`config.mk`:
```
export PLATFORM = sky130hd
export DESIGN_NAME = counter_priority_task_scheduler_flat
export DESIGN_NICKNAME = d
export VERILOG_FILES = /design/src/rtl/cpts_pkg.sv /design/src/rtl/cpts_if.sv /design/src/rtl/counter_priority_task_scheduler.sv /design/src/rtl/cpts_table.sv /design/src/flat_wrapper.sv
export SDC_FILE = /design/constraint.sdc
export NUM_CORES = 1
export LEC_CHECK = 0
export BUFFER_PORTS_ARGS = -buffer_cell sky130_fd_sc_hd__buf_2
export CORE_UTILIZATION = 54
export DETAILED_ROUTE_END_ITERATION = 6
export GPL_TIMING_DRIVEN = 0
export PLACE_DENSITY = 0.68
export SLEW_MARGIN = 40
export SYNTH_ARGS = -nofsm -noshare
export SYNTH_HDL_FRONTEND = slang
export SYNTH_SLANG_ARGS = --single-unit
```
`constraint.sdc`:
```
create_clock -name clk -period 7.9 [get_ports clk]
set_clock_uncertainty 0.05 [all_clocks]
set_input_delay 0.395 -clock clk [delete_from_list [all_inputs] [get_ports clk]]
set_output_delay 0.395 -clock clk [all_outputs]
set_load 0.1 [all_outputs]
```
`src/rtl/cpts_pkg.sv`:
```
// ----------------------------------------------------------------------------
// cpts_pkg
// Shared types, constants and helpers for the counter priority task scheduler.
// ----------------------------------------------------------------------------
package cpts_pkg;

	// table geometry
	localparam int MAX_TASKS = 16;
	localparam int IDX_W     = $clog2(MAX_TASKS);
	localparam int SLOT_W    = 4;
	localparam int OP_W      = 3;
	localparam int PRI_W     = 8;
	localparam int PC_W      = 8;
	localparam int CNT_W     = 9;

	localparam logic [PRI_W-1:0] INIT_PRIO = PRI_W'(1);
	localparam logic [CNT_W-1:0] CNT_MAX   = {CNT_W{1'b1}};
	localparam logic [PC_W-1:0]  PC_MAX    = {PC_W{1'b1}};

	// operation codes
	localparam logic [OP_W-1:0] OP_TICK   = 3'd0;
	localparam logic [OP_W-1:0] OP_YIELD  = 3'd1;
	localparam logic [OP_W-1:0] OP_PC_DIS = 3'd2;
	localparam logic [OP_W-1:0] OP_PC_EN  = 3'd3;
	localparam logic [OP_W-1:0] OP_ADD    = 3'd4;
	localparam logic [OP_W-1:0] OP_TERM   = 3'd5;

	// one slot as read from the table
	typedef struct packed {
		logic             run;
		logic [CNT_W-1:0] cnt;
		logic [PRI_W-1:0] pri;
		logic [PC_W-1:0]  pc;
	} tbl_entry_t;

	// field writes into the addressed slot
	typedef struct packed {
		logic             run_en;
		logic             run;
		logic             cnt_en;
		logic [CNT_W-1:0] cnt;
		logic             pri_en;
		logic [PRI_W-1:0] pri;
		logic             pc_en;
		logic [PC_W-1:0]  pc;
	} tbl_wr_t;

	function automatic logic [PC_W-1:0] pc_sat_inc(input logic [PC_W-1:0] v);
		pc_sat_inc = (v == PC_MAX) ? v : v + PC_W'(1);
	endfunction

	function automatic logic [PC_W-1:0] pc_sat_dec(input logic [PC_W-1:0] v);
		pc_sat_dec = (v == '0) ? v : v - PC_W'(1);
	endfunction

endpackage

```
`src/rtl/cpts_if.sv`:
```
// ----------------------------------------------------------------------------
// cpts_if
// Valid/ready channels for scheduler requests and scheduler results.
// ----------------------------------------------------------------------------
interface cpts_req_if;
	logic       valid;
	logic       ready;
	logic [2:0] opcode;
	logic [3:0] task_slot;
	logic [7:0] task_priority;

	modport source (output valid, output opcode, output task_slot,
		output task_priority, input ready);
	modport sink (input valid, input opcode, input task_slot,
		input task_priority, output ready);
endinterface

interface cpts_rsp_if;
	logic       valid;
	logic       ready;
	logic [3:0] current_task;
	logic [3:0] previous_task;
	logic       switched;
	logic       task_found;

	modport source (output valid, output current_task, output previous_task,
		output switched, output task_found, input ready);
	modport sink (input valid, input current_task, input previous_task,
		input switched, input task_found, output ready);
endinterface

```
`src/rtl/counter_priority_task_scheduler.sv`:
```
// ----------------------------------------------------------------------------
// counter_priority_task_scheduler
// Sequence: a request is accepted in idle and executed; a reschedule then scans
// all slots, refills the running counters and scans again when all are spent.
// Throughput: one request at a time; the next is accepted after the result is
// registered, which waits while an untaken result is still held.
// Reset (async, active low): slot zero runs with priority 1, all else clear.
// ----------------------------------------------------------------------------
module counter_priority_task_scheduler
	import cpts_pkg::*;
(
	input  logic             clk,
	input  logic             arst_n,
	cpts_req_if.sink         task_req,
	cpts_rsp_if.source       sched_rsp,
	input  logic             cfg_wr_en,
	input  logic [PRI_W-1:0] cfg_wr_data
);

	typedef enum logic [2:0] {
		ST_IDLE, ST_EXEC, ST_INC, ST_SCAN, ST_REFILL, ST_DEC, ST_DONE
	} state_t;

	localparam logic [IDX_W-1:0] LAST_IDX = IDX_W'(MAX_TASKS - 1);

	state_t            state_q;
	logic [OP_W-1:0]   op_q;
	logic [SLOT_W-1:0] slot_q;
	logic [PRI_W-1:0]  prio_q;
	logic [IDX_W-1:0]  cur_q;
	logic [IDX_W-1:0]  prev_q;
	logic [IDX_W-1:0]  idx_q;
	logic [IDX_W-1:0]  pick_q;
	logic [CNT_W-1:0]  best_q;
	logic              found_q;
	logic              pass2_q;
	logic              out_valid_q;
	logic [SLOT_W-1:0] out_cur_q;
	logic [SLOT_W-1:0] out_prev_q;
	logic              out_sw_q;
	logic              out_found_q;

	logic [IDX_W-1:0]  addr;
	tbl_wr_t           wr;
	tbl_entry_t        ent;
	logic              take;
	logic              found_n;
	logic [CNT_W-1:0]  best_n;
	logic [IDX_W-1:0]  pick_n;
	logic [IDX_W-1:0]  fin_idx;
	logic [CNT_W-1:0]  dec_cnt;
	logic [CNT_W:0]    refill_sum;
	logic [CNT_W-1:0]  refill_cnt;
	logic [PRI_W-1:0]  add_pri;
	logic              add_ok;
	logic              out_free;

	cpts_table u_table (
		.clk         (clk),
		.arst_n      (arst_n),
		.addr        (addr),
		.wr          (wr),
		.cfg_wr_en   (cfg_wr_en),
		.cfg_wr_data (cfg_wr_data),
		.rd          (ent)
	);

	// shared compare unit for the max scan
	assign take    = ent.run && (!found_q || (ent.cnt > best_q));
	assign found_n = found_q | take;
	assign best_n  = take ? ent.cnt : best_q;
	assign pick_n  = take ? idx_q : pick_q;
	assign fin_idx = found_q ? pick_q : cur_q;

	// counter arithmetic
	assign dec_cnt    = (ent.cnt != '0) ? ent.cnt - CNT_W'(1) : '0;
	assign refill_sum = (CNT_W + 1)'(ent.cnt >> 1) + (CNT_W + 1)'(ent.pri);
	assign refill_cnt = (refill_sum > (CNT_W + 1)'(CNT_MAX)) ? CNT_MAX
		: refill_sum[CNT_W-1:0];
	assign add_pri    = (prio_q == '0) ? PRI_W'(1) : prio_q;
	assign add_ok     = (32'(slot_q) < MAX_TASKS) && !ent.run;
	assign out_free   = !out_valid_q || sched_rsp.ready;

	// table address and writes per sequencer step
	always_comb begin
		wr   = '0;
		addr = cur_q;
		unique case (state_q)
			ST_EXEC: begin
				addr = (op_q == OP_ADD) ? IDX_W'(slot_q) : cur_q;
				unique case (op_q)
					OP_TICK: begin
						wr.cnt_en = 1'b1;
						wr.cnt    = dec_cnt;
					end
					OP_YIELD: begin
						wr.cnt_en = 1'b1;
						wr.cnt    = '0;
					end
					OP_PC_DIS: begin
						wr.pc_en = 1'b1;
						wr.pc    = pc_sat_inc(ent.pc);
					end
					OP_PC_EN: begin
						wr.pc_en = 1'b1;
						wr.pc    = pc_sat_dec(ent.pc);
					end
					OP_ADD: begin
						if (add_ok) begin
							wr.run_en = 1'b1;
							wr.run    = 1'b1;
							wr.pri_en = 1'b1;
							wr.pri    = add_pri;
							wr.cnt_en = 1'b1;
							wr.cnt    = CNT_W'(add_pri);
							wr.pc_en  = 1'b1;
							wr.pc     = PC_W'(1);
						end
					end
					OP_TERM: begin
						wr.run_en = 1'b1;
						wr.run    = 1'b0;
						wr.pc_en  = 1'b1;
						wr.pc     = pc_sat_dec(pc_sat_inc(ent.pc));
					end
					default: begin
					end
				endcase
			end
			ST_INC: begin
				wr.pc_en = 1'b1;
				wr.pc    = pc_sat_inc(ent.pc);
			end
			ST_SCAN: begin
				addr = idx_q;
			end
			ST_REFILL: begin
				addr      = idx_q;
				wr.cnt_en = ent.run;
				wr.cnt    = refill_cnt;
			end
			ST_DEC: begin
				addr     = fin_idx;
				wr.pc_en = 1'b1;
				wr.pc    = pc_sat_dec(ent.pc);
			end
			default: begin
			end
		endcase
	end

	// sequencer and result register
	always_ff @(posedge clk or negedge arst_n) begin
		if (!arst_n) begin
			state_q     <= ST_IDLE;
			cur_q       <= '0;
			out_valid_q <= 1'b0;
			op_q        <= '0;
			slot_q      <= '0;
			prio_q      <= '0;
			prev_q      <= '0;
			idx_q       <= '0;
			pick_q      <= '0;
			best_q      <= '0;
			found_q     <= 1'b0;
			pass2_q     <= 1'b0;
			out_cur_q   <= '0;
			out_prev_q  <= '0;
			out_sw_q    <= 1'b0;
			out_found_q <= 1'b0;
		end else begin
			// result valid: loaded by the completion step, cleared when taken
			if ((state_q == ST_DONE) && out_free) begin
				out_valid_q <= 1'b1;
			end else if (sched_rsp.ready) begin
				out_valid_q <= 1'b0;
			end
			unique case (state_q)
				ST_IDLE: begin
					if (task_req.valid) begin
						op_q    <= task_req.opcode;
						slot_q  <= task_req.task_slot;
						prio_q  <= task_req.task_priority;
						prev_q  <= cur_q;
						state_q <= ST_EXEC;
					end
				end
				ST_EXEC: begin
					found_q <= 1'b1;
					if ((op_q == OP_YIELD) || ((op_q == OP_TICK) && (dec_cnt == '0)
							&& (ent.pc == '0))) begin
						state_q <= ST_INC;
					end else begin
						state_q <= ST_DONE;
					end
				end
				ST_INC: begin
					idx_q   <= '0;
					found_q <= 1'b0;
					best_q  <= '0;
					pick_q  <= '0;
					pass2_q <= 1'b0;
					state_q <= ST_SCAN;
				end
				ST_SCAN: begin
					idx_q   <= idx_q + IDX_W'(1);
					found_q <= found_n;
					best_q  <= best_n;
					pick_q  <= pick_n;
					if (idx_q == LAST_IDX) begin
						idx_q <= '0;
						if (found_n && (best_n == '0) && !pass2_q) begin
							state_q <= ST_REFILL;
						end else begin
							state_q <= ST_DEC;
						end
					end
				end
				ST_REFILL: begin
					idx_q <= idx_q + IDX_W'(1);
					if (idx_q == LAST_IDX) begin
						idx_q   <= '0;
						found_q <= 1'b0;
						best_q  <= '0;
						pick_q  <= '0;
						pass2_q <= 1'b1;
						state_q <= ST_SCAN;
					end
				end
				ST_DEC: begin
					cur_q   <= fin_idx;
					state_q <= ST_DONE;
				end
				ST_DONE: begin
					if (out_free) begin
						out_cur_q   <= SLOT_W'(cur_q);
						out_prev_q  <= SLOT_W'(prev_q);
						out_sw_q    <= (cur_q != prev_q);
						out_found_q <= found_q;
						state_q     <= ST_IDLE;
					end
				end
				default: begin
					state_q <= ST_IDLE;
				end
			endcase
		end
	end

	// channel outputs
	assign task_req.ready          = (state_q == ST_IDLE);
	assign sched_rsp.valid         = out_valid_q;
	assign sched_rsp.current_task  = out_cur_q;
	assign sched_rsp.previous_task = out_prev_q;
	assign sched_rsp.switched      = out_sw_q;
	assign sched_rsp.task_found    = out_found_q;

`ifndef SYNTHESIS
	// one request in flight: no accept in the cycle after an accept
	a_single_req: assert property (@(posedge clk) disable iff (!arst_n)
		(task_req.valid && task_req.ready) |=> !task_req.ready)
		else $error("request accepted while busy");

	// a result only appears out of the completion step
	a_rsp_from_done: assert property (@(posedge clk) disable iff (!arst_n)
		$rose(sched_rsp.valid) |-> $past(state_q == ST_DONE))
		else $error("result raised outside completion step");

	// a switch implies a running task was found
	a_switch_found: assert property (@(posedge clk) disable iff (!arst_n)
		(sched_rsp.valid && sched_rsp.switched) |-> sched_rsp.task_found)
		else $error("switch reported without a found task");

	// the scan index is back at zero whenever a new scan pass starts
	a_scan_start: assert property (@(posedge clk) disable iff (!arst_n)
		((state_q == ST_SCAN) && ($past(state_q) != ST_SCAN)) |-> (idx_q == '0))
		else $error("scan started at a nonzero slot");
`endif

endmodule

```
`src/rtl/cpts_table.sv`:
```
// ----------------------------------------------------------------------------
// cpts_table
// Task slot table: running flag, time slice counter, priority and preempt
// count per slot, with one shared read/write address.
// ----------------------------------------------------------------------------
module cpts_table
	import cpts_pkg::*;
(
	input  logic                 clk,
	input  logic                 arst_n,
	input  logic [IDX_W-1:0]     addr,
	input  tbl_wr_t              wr,
	input  logic                 cfg_wr_en,
	input  logic [PRI_W-1:0]     cfg_wr_data,
	output tbl_entry_t           rd
);

	logic             run_q [MAX_TASKS];
	logic [CNT_W-1:0] cnt_q [MAX_TASKS];
	logic [PRI_W-1:0] pri_q [MAX_TASKS];
	logic [PC_W-1:0]  pc_q  [MAX_TASKS];

	// read port
	always_comb begin
		rd.run = run_q[addr];
		rd.cnt = cnt_q[addr];
		rd.pri = pri_q[addr];
		rd.pc  = pc_q[addr];
	end

	// write port, config loads slot zero priority directly
	always_ff @(posedge clk or negedge arst_n) begin
		if (!arst_n) begin
			for (int i = 0; i < MAX_TASKS; i++) begin
				run_q[i] <= (i == 0);
				cnt_q[i] <= '0;
				pri_q[i] <= (i == 0) ? INIT_PRIO : '0;
				pc_q[i]  <= '0;
			end
		end else begin
			if (wr.run_en) run_q[addr] <= wr.run;
			if (wr.cnt_en) cnt_q[addr] <= wr.cnt;
			if (wr.pri_en) pri_q[addr] <= wr.pri;
			if (wr.pc_en)  pc_q[addr]  <= wr.pc;
			if (cfg_wr_en) pri_q[0]    <= cfg_wr_data;
		end
	end

endmodule

```
`src/flat_wrapper.sv`:
```
// flat-port wrapper written by rule: the top's interface ports become plain ports
module counter_priority_task_scheduler_flat import cpts_pkg::*;
  (clk, arst_n, cfg_wr_en, cfg_wr_data, task_req_valid, task_req_opcode, task_req_task_slot, task_req_task_priority, task_req_ready, sched_rsp_valid, sched_rsp_current_task, sched_rsp_previous_task, sched_rsp_switched, sched_rsp_task_found, sched_rsp_ready);
  cpts_req_if task_req_i ();
  cpts_rsp_if sched_rsp_i ();
  input  logic clk;
  input  logic arst_n;
  input  logic cfg_wr_en;
  input  logic [PRI_W-1:0] cfg_wr_data;
  input wire logic [$bits(task_req_i.valid)-1:0] task_req_valid;
  input wire logic [$bits(task_req_i.opcode)-1:0] task_req_opcode;
  input wire logic [$bits(task_req_i.task_slot)-1:0] task_req_task_slot;
  input wire logic [$bits(task_req_i.task_priority)-1:0] task_req_task_priority;
  output wire logic [$bits(task_req_i.ready)-1:0] task_req_ready;
  output wire logic [$bits(sched_rsp_i.valid)-1:0] sched_rsp_valid;
  output wire logic [$bits(sched_rsp_i.current_task)-1:0] sched_rsp_current_task;
  output wire logic [$bits(sched_rsp_i.previous_task)-1:0] sched_rsp_previous_task;
  output wire logic [$bits(sched_rsp_i.switched)-1:0] sched_rsp_switched;
  output wire logic [$bits(sched_rsp_i.task_found)-1:0] sched_rsp_task_found;
  input wire logic [$bits(sched_rsp_i.ready)-1:0] sched_rsp_ready;
  assign task_req_i.valid = task_req_valid;
  assign task_req_i.opcode = task_req_opcode;
  assign task_req_i.task_slot = task_req_task_slot;
  assign task_req_i.task_priority = task_req_task_priority;
  assign task_req_ready = task_req_i.ready;
  assign sched_rsp_valid = sched_rsp_i.valid;
  assign sched_rsp_current_task = sched_rsp_i.current_task;
  assign sched_rsp_previous_task = sched_rsp_i.previous_task;
  assign sched_rsp_switched = sched_rsp_i.switched;
  assign sched_rsp_task_found = sched_rsp_i.task_found;
  assign sched_rsp_i.ready = sched_rsp_ready;
  counter_priority_task_scheduler u_core (.clk(clk), .arst_n(arst_n), .task_req(task_req_i), .sched_rsp(sched_rsp_i), .cfg_wr_en(cfg_wr_en), .cfg_wr_data(cfg_wr_data));
endmodule
```
==> Word-level counts from Yosys, hierarchy flattened <==
Index checks and enable logic that the tools add are counted.
{ "word_totals": {"out_inout_bits": 12, "ff_bits": 472, "in_bits": 28} }
{ "op_classes": {"n_mux": 63, "n_bitwise": 2, "n_addsub": 6, "reduce_logical": 35, "n_lt_le_gt_ge": 4, "n_eq_ne": 19} }
{ "op_table": {"columns": ["operator", "n"], "rows": [
  ["128-bit bitwise mux", 2],
  ["144-bit bitwise mux", 1],
  ["128-bit two-way mux", 1],
  ["9-bit two-way mux", 9],
  ["8-bit two-way mux", 10],
  ["8-bit binary-select mux with 4-bit select", 2],
  ["9-bit case mux with 3 select lines", 2],
  ["9-bit binary-select mux with 4-bit select", 1],
  ["9-bit demux with 4-bit select", 1],
  ["9-bit case mux with 4 select lines", 1],
  ["8-bit demux with 4-bit select", 1],
  ["30-bit two-way mux", 1],
  ["10-bit case mux with 3 select lines", 1],
  ["8-bit logical NOT", 3],
  ["4-bit case mux with 3 select lines", 2],
  ["3-bit case mux with 7 select lines", 1],
  ["4-bit two-way mux", 5],
  ["10-bit case mux with 2 select lines", 1],
  ["9-bit logical NOT", 2],
  ["16-bit bitwise mux", 1],
  ["8-bit by 1-bit subtractor with 8-bit output (second input constant)", 2],
  ["3-bit equality test (second input constant)", 5],
  ["3-bit two-way mux", 5],
  ["3-bit by 2-bit equality test with 1-bit output (second input constant)", 4],
  ["36 further kinds", 65]
]} }

==> Longest topological paths before layout <==
{ "depth": {"ltp_word": 17, "mapped_depth": 29, "mapped_depth_nobuf": 22} }

==> By module <==
Synthesis repeated with hierarchy kept, for this count alone.
{ "unflattened": {"hier_cells": 1776, "area_unflattened_um2": 23975.5} }
{ "by_module_without_submodules": {"columns": ["mod", "area_each_um2", "cells_each", "instances", "seq_area_each_um2"], "rows": [
  ["cpts_table", 19274.7, 1210, 1, 10412.5],
  ["counter_priority_task_scheduler", 4700.8, 566, 1, 1401.3]
]} }

==> Least setup slack after synthesis <==
No wires, ideal clock.
{ "synth_timing": {"kind": "register -> register", "startpoint": "reg u_core.state_q[1]", "endpoint": "reg u_core.state_q[0]", "path_slack_ps": 2192, "required_time_ps": 7713, "n_path_buf": 5, "arrival_time_ps": 5521, "period_less_slack_ps": 5708, "stages_incl_launch_ff": 27, "cell_sequence": "dfrtp_1 -> buf_4 -> and2b_1 -> nand2_1 -> o211ai_2 -> buf_2 -> buf_2 -> buf_4 -> buf_2 -> mux2i_1 -> mux2i_1 -> mux2i_1 -> mux2i_1 -> ha_1 -> nor2b_1 -> o21ai_0 -> a21oi_1 -> o31a_1 -> o21a_1 -> o21a_1 -> o32a_1 -> o211ai_1 -> mux2i_1 -> a2111oi_0 -> nand4_1 -> a22oi_1 -> o22ai_1"} }
{ "synth_between": {"elab_chain_cells": 17, "elab_cells_between_ends": 32, "classes_between": "order compare: 1; eq/ne: 10; mux: 11; bitwise: 2; reduce/logical: 8"} }
{ "synth_lines": {"columns": ["item", "line_no", "text"], "rows": [
  ["from (decl)", "counter_priority_task_scheduler.sv:26", "state_t state_q;"],
  ["from (signal assigned)", "counter_priority_task_scheduler.sv:155", "state_q <= ST_IDLE;"],
  ["from (signal assigned)", "counter_priority_task_scheduler.sv:185", "state_q <= ST_EXEC;"],
  ["from (signal assigned)", "counter_priority_task_scheduler.sv:192", "state_q <= ST_INC;"],
  ["3-bit by 2-bit equality test with 1-bit output / 3-bit equality test (equally long branches)", "counter_priority_task_scheduler.sv:88, counter_priority_task_scheduler.sv:178", null],
  ["2-bit OR reduction (no line)", null, null],
  ["4-bit case mux with 3 select lines", "counter_priority_task_scheduler.sv:88", "unique case (state_q)"],
  ["4-bit inverter with 5-bit output (implied by the code)", "cpts_table.sv:25, cpts_table.sv:26", null],
  ["9-bit binary-select mux with 4-bit select", "cpts_table.sv:26", "rd.cnt = cnt_q[addr];"],
  ["9-bit two-way mux (implied by the code) (2 in a row)", "cpts_table.sv:26", null],
  ["9-bit greater-than comparator", "counter_priority_task_scheduler.sv:69", "assign take = ent.run && (!found_q || (ent.cnt > best_q));"],
  ["1-bit logical OR", "counter_priority_task_scheduler.sv:69", null],
  ["1-bit logical AND", "counter_priority_task_scheduler.sv:69", null],
  ["9-bit two-way mux", "counter_priority_task_scheduler.sv:71", "assign best_n = take ? ent.cnt : best_q;"],
  ["9-bit logical NOT", "counter_priority_task_scheduler.sv:212", "if (found_n && (best_n == '0) && !pass2_q) begin"],
  ["1-bit logical AND (2 in a row)", "counter_priority_task_scheduler.sv:212", null],
  ["1-bit two-way mux", "counter_priority_task_scheduler.sv:212", null],
  ["3-bit two-way mux", "counter_priority_task_scheduler.sv:210", "if (idx_q == LAST_IDX) begin"],
  ["3-bit case mux with 7 select lines", "counter_priority_task_scheduler.sv:178", "unique case (state_q)"]
]} }
Parallel ways exist; a longest one is shown, timed or not. The select of a mux whose other input is x is not followed.
A chain may end at the register's enable or synchronous reset.

==> Worst setup path in the final report <==
{ "layout_timing": {"startpoint": "reg u_core.op_q[1]", "endpoint": "reg u_core.u_table.cnt_q[133] (netlist name)"} }
{ "layout_between": {"elab_chain_cells": 12, "elab_cells_between_ends": 30, "classes_between": "add/sub: 2; order compare: 3; eq/ne: 2; mux: 19; bitwise: 1; reduce/logical: 3"} }
{ "layout_lines": {"columns": ["item", "line_no", "text"], "rows": [
  ["from (decl)", "counter_priority_task_scheduler.sv:27", "logic [OP_W-1:0] op_q;"],
  ["from (signal assigned)", "counter_priority_task_scheduler.sv:181", "op_q <= task_req.opcode;"],
  ["3-bit equality test", "counter_priority_task_scheduler.sv:90, counter_priority_task_scheduler.sv:91", null],
  ["4-bit two-way mux", "counter_priority_task_scheduler.sv:90", "addr = (op_q == OP_ADD) ? IDX_W'(slot_q) : cur_q;"],
  ["4-bit case mux with 3 select lines", "counter_priority_task_scheduler.sv:88", null],
  ["4-bit inverter with 5-bit output (implied by the code)", null, null],
  ["9-bit binary-select mux with 4-bit select / 8-bit binary-select mux with 4-bit select (equally long branches)", "cpts_table.sv:26, cpts_table.sv:27", null],
  ["9-bit two-way mux (implied by the code) / 8-bit two-way mux (equally long branches) (2 in a row)", "cpts_table.sv:26, cpts_table.sv:27", null],
  ["8-bit by 8-bit adder with 9-bit output (tied with other cells)", "counter_priority_task_scheduler.sv:77", "assign refill_sum = (CNT_W + 1)'(ent.cnt >> 1) + (CNT_W + 1)'(ent.pri);"],
  ["10-bit by 9-bit greater-than comparator with 1-bit output / 9-bit two-way mux (equally long branches)", "counter_priority_task_scheduler.sv:78, counter_priority_task_scheduler.sv:76", null],
  ["9-bit two-way mux / 10-bit case mux with 3 select lines (equally long branches)", "counter_priority_task_scheduler.sv:78, counter_priority_task_scheduler.sv:91", null],
  ["10-bit case mux with 2 select lines", "counter_priority_task_scheduler.sv:88", null],
  ["144-bit bitwise mux", "cpts_table.sv:42", "if (wr.cnt_en) cnt_q[addr] <= wr.cnt;"],
  ["to (signal, indexed assignment)", "cpts_table.sv:42", null],
  ["to (decl)", "cpts_table.sv:19", "logic [CNT_W-1:0] cnt_q [MAX_TASKS];"]
]} }
Parallel ways exist; a longest one is shown, timed or not. The select of a mux whose other input is x is not followed.

==> impl_metrics.json <==
{
  "ys.warnings.count": 0,
  "post-place-ws_ps": 102,
  "grt_max_degree": 79,
  "ir_worst_vdd_uv": 364,
  "setup_ws_ps": 385,
  "start_util": 0.550,
  "cts_tree": "done",
  "path_cells": "nor3b_4 -> mux2_2 -> a211o_1 -> nand2_1 -> buf_2 -> buf_2 -> clkbuf_1 -> clkbuf_1 -> clkbuf_1 -> nand2_1 -> nand3_1 -> nand3_1 -> a31oi_1 -> ha_1 -> a21o_1 -> a21o_1 -> a21o_1 -> a21oi_1 -> o21bai_1 -> a21oi_1 -> xor2_1 -> o22ai_2 -> clkbuf_1 -> mux2_2",
  "final-hold-violation-count": 0,
  "htree_num_levels": 2,
  "place.port_buffers": 39,
  "fp.dieW_um": 218,
  "cp_max_fo": 10,
  "die_h_um": 218,
  "rsz0062_at_grt": "false",
  "ys_dominant_reg_cell": "dfrtp_1",
  "cp.arrival_ps": 8030,
  "multi_input_area_um2": 12400,
  "max-cap-violations": 0,
  "insertion_delay_ps": 620,
  "placed_area_um2": 26400,
  "outcome": "complete, no violations",
  "synth_cells": 2441,
  "synth_xor_area_frac": 0.00557,
  "drt-pass1-iter-count": 7,
  "timing.slew.headroom": 0.403,
  "min_period_ps": 7510,
  "core_um2": 45700,
  "final_nets": 2625,
  "cts_sinks": 472,
  "avgSynthCellArea_um2": 10.3,
  "seq_area_frac_synth": 0.470,
  "yosys_register_bits": 472,
  "p_leak_nw": 13.0,
  "syn_to_final_growth_pct": 13.6,
  "synth_top_area_share": 0.468,
  "design_area_um2": 28600,
  "n_antenna_cell": 0,
  "register_area_um2": 11800,
  "antenna_found_initial": 0,
  "grt_usage": 0.335,
  "layoutNonFillerInstCount": 3214,
  "setup_viol": 0,
  "required_ps": 8410,
  "overflow": 0,
  "root_buffer": "clkbuf_16",
  "fillers": 3771,
  "dieArea_um2": 47400,
  "first_iter_violations": 2227,
  "gp_congestion": 0.926,
  "vias": 20500,
  "drv_slew": 0,
  "cpMaxStageDelayCell": "clkbuf_1",
  "syn-cell-area_um2": 25100,
  "grt_pass1_vias": 20700,
  "yosys-top-cells-area": "dfrtp_1, mux2_2, nand2_1",
  "wirelength_um": 78300,
  "synth_cell_type_count": 90,
  "synth_mux_area_frac": 0.197,
  "layout-drive-gt1-share": 0.235,
  "ios": 40,
  "cts.path.max_buffers": 3,
  "synth_top_cell_by_area": "dfrtp_1",
  "post_drt_wl_per_cell_um": 24.4,
  "ant_nets": 0,
  "vias_per_cell": 6.39,
  "grt_pass1_wl_um": 121000,
  "dp_hpwl_um": 54300,
  "max_stage_delay_ps": 510,
  "worst_pin_slew_ps": 895,
  "placedCellCount": 3088,
  "synthAdderAreaFrac": 0.0127,
  "numCtsBuffers": 51,
  "fmax_ghz": 0.133,
  "hp-class": "in -> reg",
  "synth_edf_count": 0,
  "period_share": 0.951,
  "clkTransAtPathRegs_ps": 60,
  "drc": 0,
  "synth_nets": 2494,
  "rows": 78,
  "endpoint_kind": "flop",
  "crit_top_cell": "clkbuf_1",
  "worstSetupPathType": "reg -> reg",
  "synth-compound-area-share": 0.134,
  "synth_top_family_by_area": "multiplexers",
  "powerDensity_nw_per_um2": 413,
  "synth-async-reset-ratio": 1.00,
  "synthSimpleGateAreaFrac": 0.135,
  "cp-start-kind": "flop"
}
[sequential cells by signal, summed over array words and instances, names as in the netlist]
signal                          flops
u_core.u_table.cnt_q              144
u_core.u_table.pc_q               128
u_core.u_table.pri_q              128
u_core.u_table.run_q               16
u_core.best_q                       9
u_core.prio_q                       8
u_core.cur_q                        4
u_core.idx_q                        4
u_core.pick_q                       4
u_core.prev_q                       4
u_core.sched_rsp.current_task       4
u_core.sched_rsp.previous_task      4
u_core.slot_q                       4
u_core.op_q                         3
u_core.state_q                      3
u_core.found_q                      1
u_core.pass2_q                      1
u_core.sched_rsp.switched           1
u_core.sched_rsp.task_found         1
u_core.sched_rsp.valid              1
[metal layers]
layer,part of all wire,track usage,wire length (um)
met1,0.42,0.441,32600
met2,0.47,0.539,36600
met3,0.066,0.0597,5180
met4,0.050,0.155,3890
met5,0,0,0
[power by group]
group          internal, mW  leakage (nW)  switching, mW
Combinational          1.97          5.61           4.30
Clock                  1.51         0.882           1.04
Sequential             2.77          6.49          0.212
[metrics by stage]
stage / hold slack, ps / power [mW] / util / setup TNS, ps
2_1_floorplan: 49.4 / 7.11 / - / 0
3_3_place_gp: 408 / 8.85 / 0.571 / -1325760
3_5_place_dp: 172 / 9.03 / 0.578 / 0
4_1_cts: 0.992 / 11.6 / 0.624 / 0
5_1_grt: 58.7 / 12.4 / 0.625 / 0
6_report: 38.9 / 11.8 / 0.625 / 0
[area by class of cell]
| cell class | count | share of cell area |
|---|---|---|
| buffer | 171 | 0.0292 |
| inverter | 78 | 0.0103 |
| multi-input combinational | 1719 | 0.433 |
| clock buffer | 68 | 0.0505 |
| clock inverter | 27 | 0.0121 |
| tap | 600 | 0.0263 |
| sequential | 472 | 0.414 |
| timing repair buffer | 79 | 0.0251 |
[layout by cell type, fill, tap and decap left out, types with 7 or more instances in the layout]
cell / netlist / routed
dfrtp_1: 470 / 470
nand2_1: 357 / 357
mux2_2: 336 / 336
nand3_1: 139 / 139
o21ai_0: 135 / 135
clkbuf_1: 102 / 106
nor2_1: 111 / 104
mux2i_1: 97 / 92
o2111ai_1: 80 / 80
inv_1: 76 / 76
a21oi_1: 82 / 72
buf_2: 32 / 71
clkbuf_16: 0 / 52
nand4_1: 34 / 34
dlygate4sd3_1: 0 / 29
a311oi_1: 27 / 27
o221ai_1: 27 / 27
ha_1: 24 / 24
and3_1: 20 / 20
a31oi_1: 19 / 19
buf_4: 14 / 17
a22oi_1: 16 / 16
nor3_1: 15 / 15
clkinv_2: 0 / 15
o211ai_1: 13 / 13
nor2_2: 12 / 11
buf_6: 11 / 11
buf_1: 12 / 10
xnor2_1: 10 / 10
a21oi_2: 0 / 10
mux2_4: 10 / 10
a21o_1: 9 / 9
nand2b_1: 9 / 9
nor2_4: 0 / 8
clkbuf_8: 0 / 8
nor2b_1: 7 / 7
a22o_1: 7 / 7
bufinv_16: 0 / 7
buf_16: 0 / 7
[worst max-delay path, delay by kind of cell, from the launching register on]
family                     cells  cell delay, ps
AOI/OAI and AO/OA              9            2440
xor gates and xnor gates       1             110
adders and majority gates      1             310
buffers and inverters          6            2450
DFF                            1             490
muxes                          2             650
and+or+nand+nor                5             930
[cell families (layout without fill, tap and decap cells)]
group,Yosys count,after routing
XOR/XNOR,16,16
multiplexers,447,447
AND/OR/NAND/NOR,749,749
AO/OA/AOI/OAI,482,482
flip-flops,472,472
adder cells (fa/ha/maj),25,25
buffers and inverters,250,423
[cell usage after synthesis, types with 20 or more instances]
cell type,instances
nor2_1,111
nand2_1,357
ha_1,24
mux2i_1,97
and3_1,20
inv_1,76
o21ai_0,135
a21oi_1,82
o221ai_1,27
dfrtp_1,470
clkbuf_1,102
buf_2,32
mux2_2,336
nand4_1,34
a311oi_1,27
o2111ai_1,80
nand3_1,139
[final timing paths]
check                                   startpoint                         to  slack, ps  cells after the start
max in group asynchronous                   arst_n   u_core.u_table.cnt_q[47]       6290                      5
min                                      cfg_wr_en  u_core.u_table.pri_q[124]         40                      2
min in group asynchronous                   arst_n           u_core.prev_q[1]        150                      2
max reg2reg                         u_core.op_q[1]  u_core.u_table.cnt_q[133]        390                     24
min reg2reg                u_core.u_table.pc_q[99]    u_core.u_table.pc_q[99]        430                      2
max                                 u_core.op_q[1]  u_core.u_table.cnt_q[133]        390                     24
[repair_timing]
| action | CTS | global route |
|---|---|---|
| gates resized for setup | 0 | 12 |
| endpoints found under the hold margin | 176 | 0 |
| setup endpoints to repair | 0 | 49 |
| buffers inserted | 0 | 3 |
| hold buffers | 29 | 0 |
No activity file was read; power rests on OpenSTA's default activity.
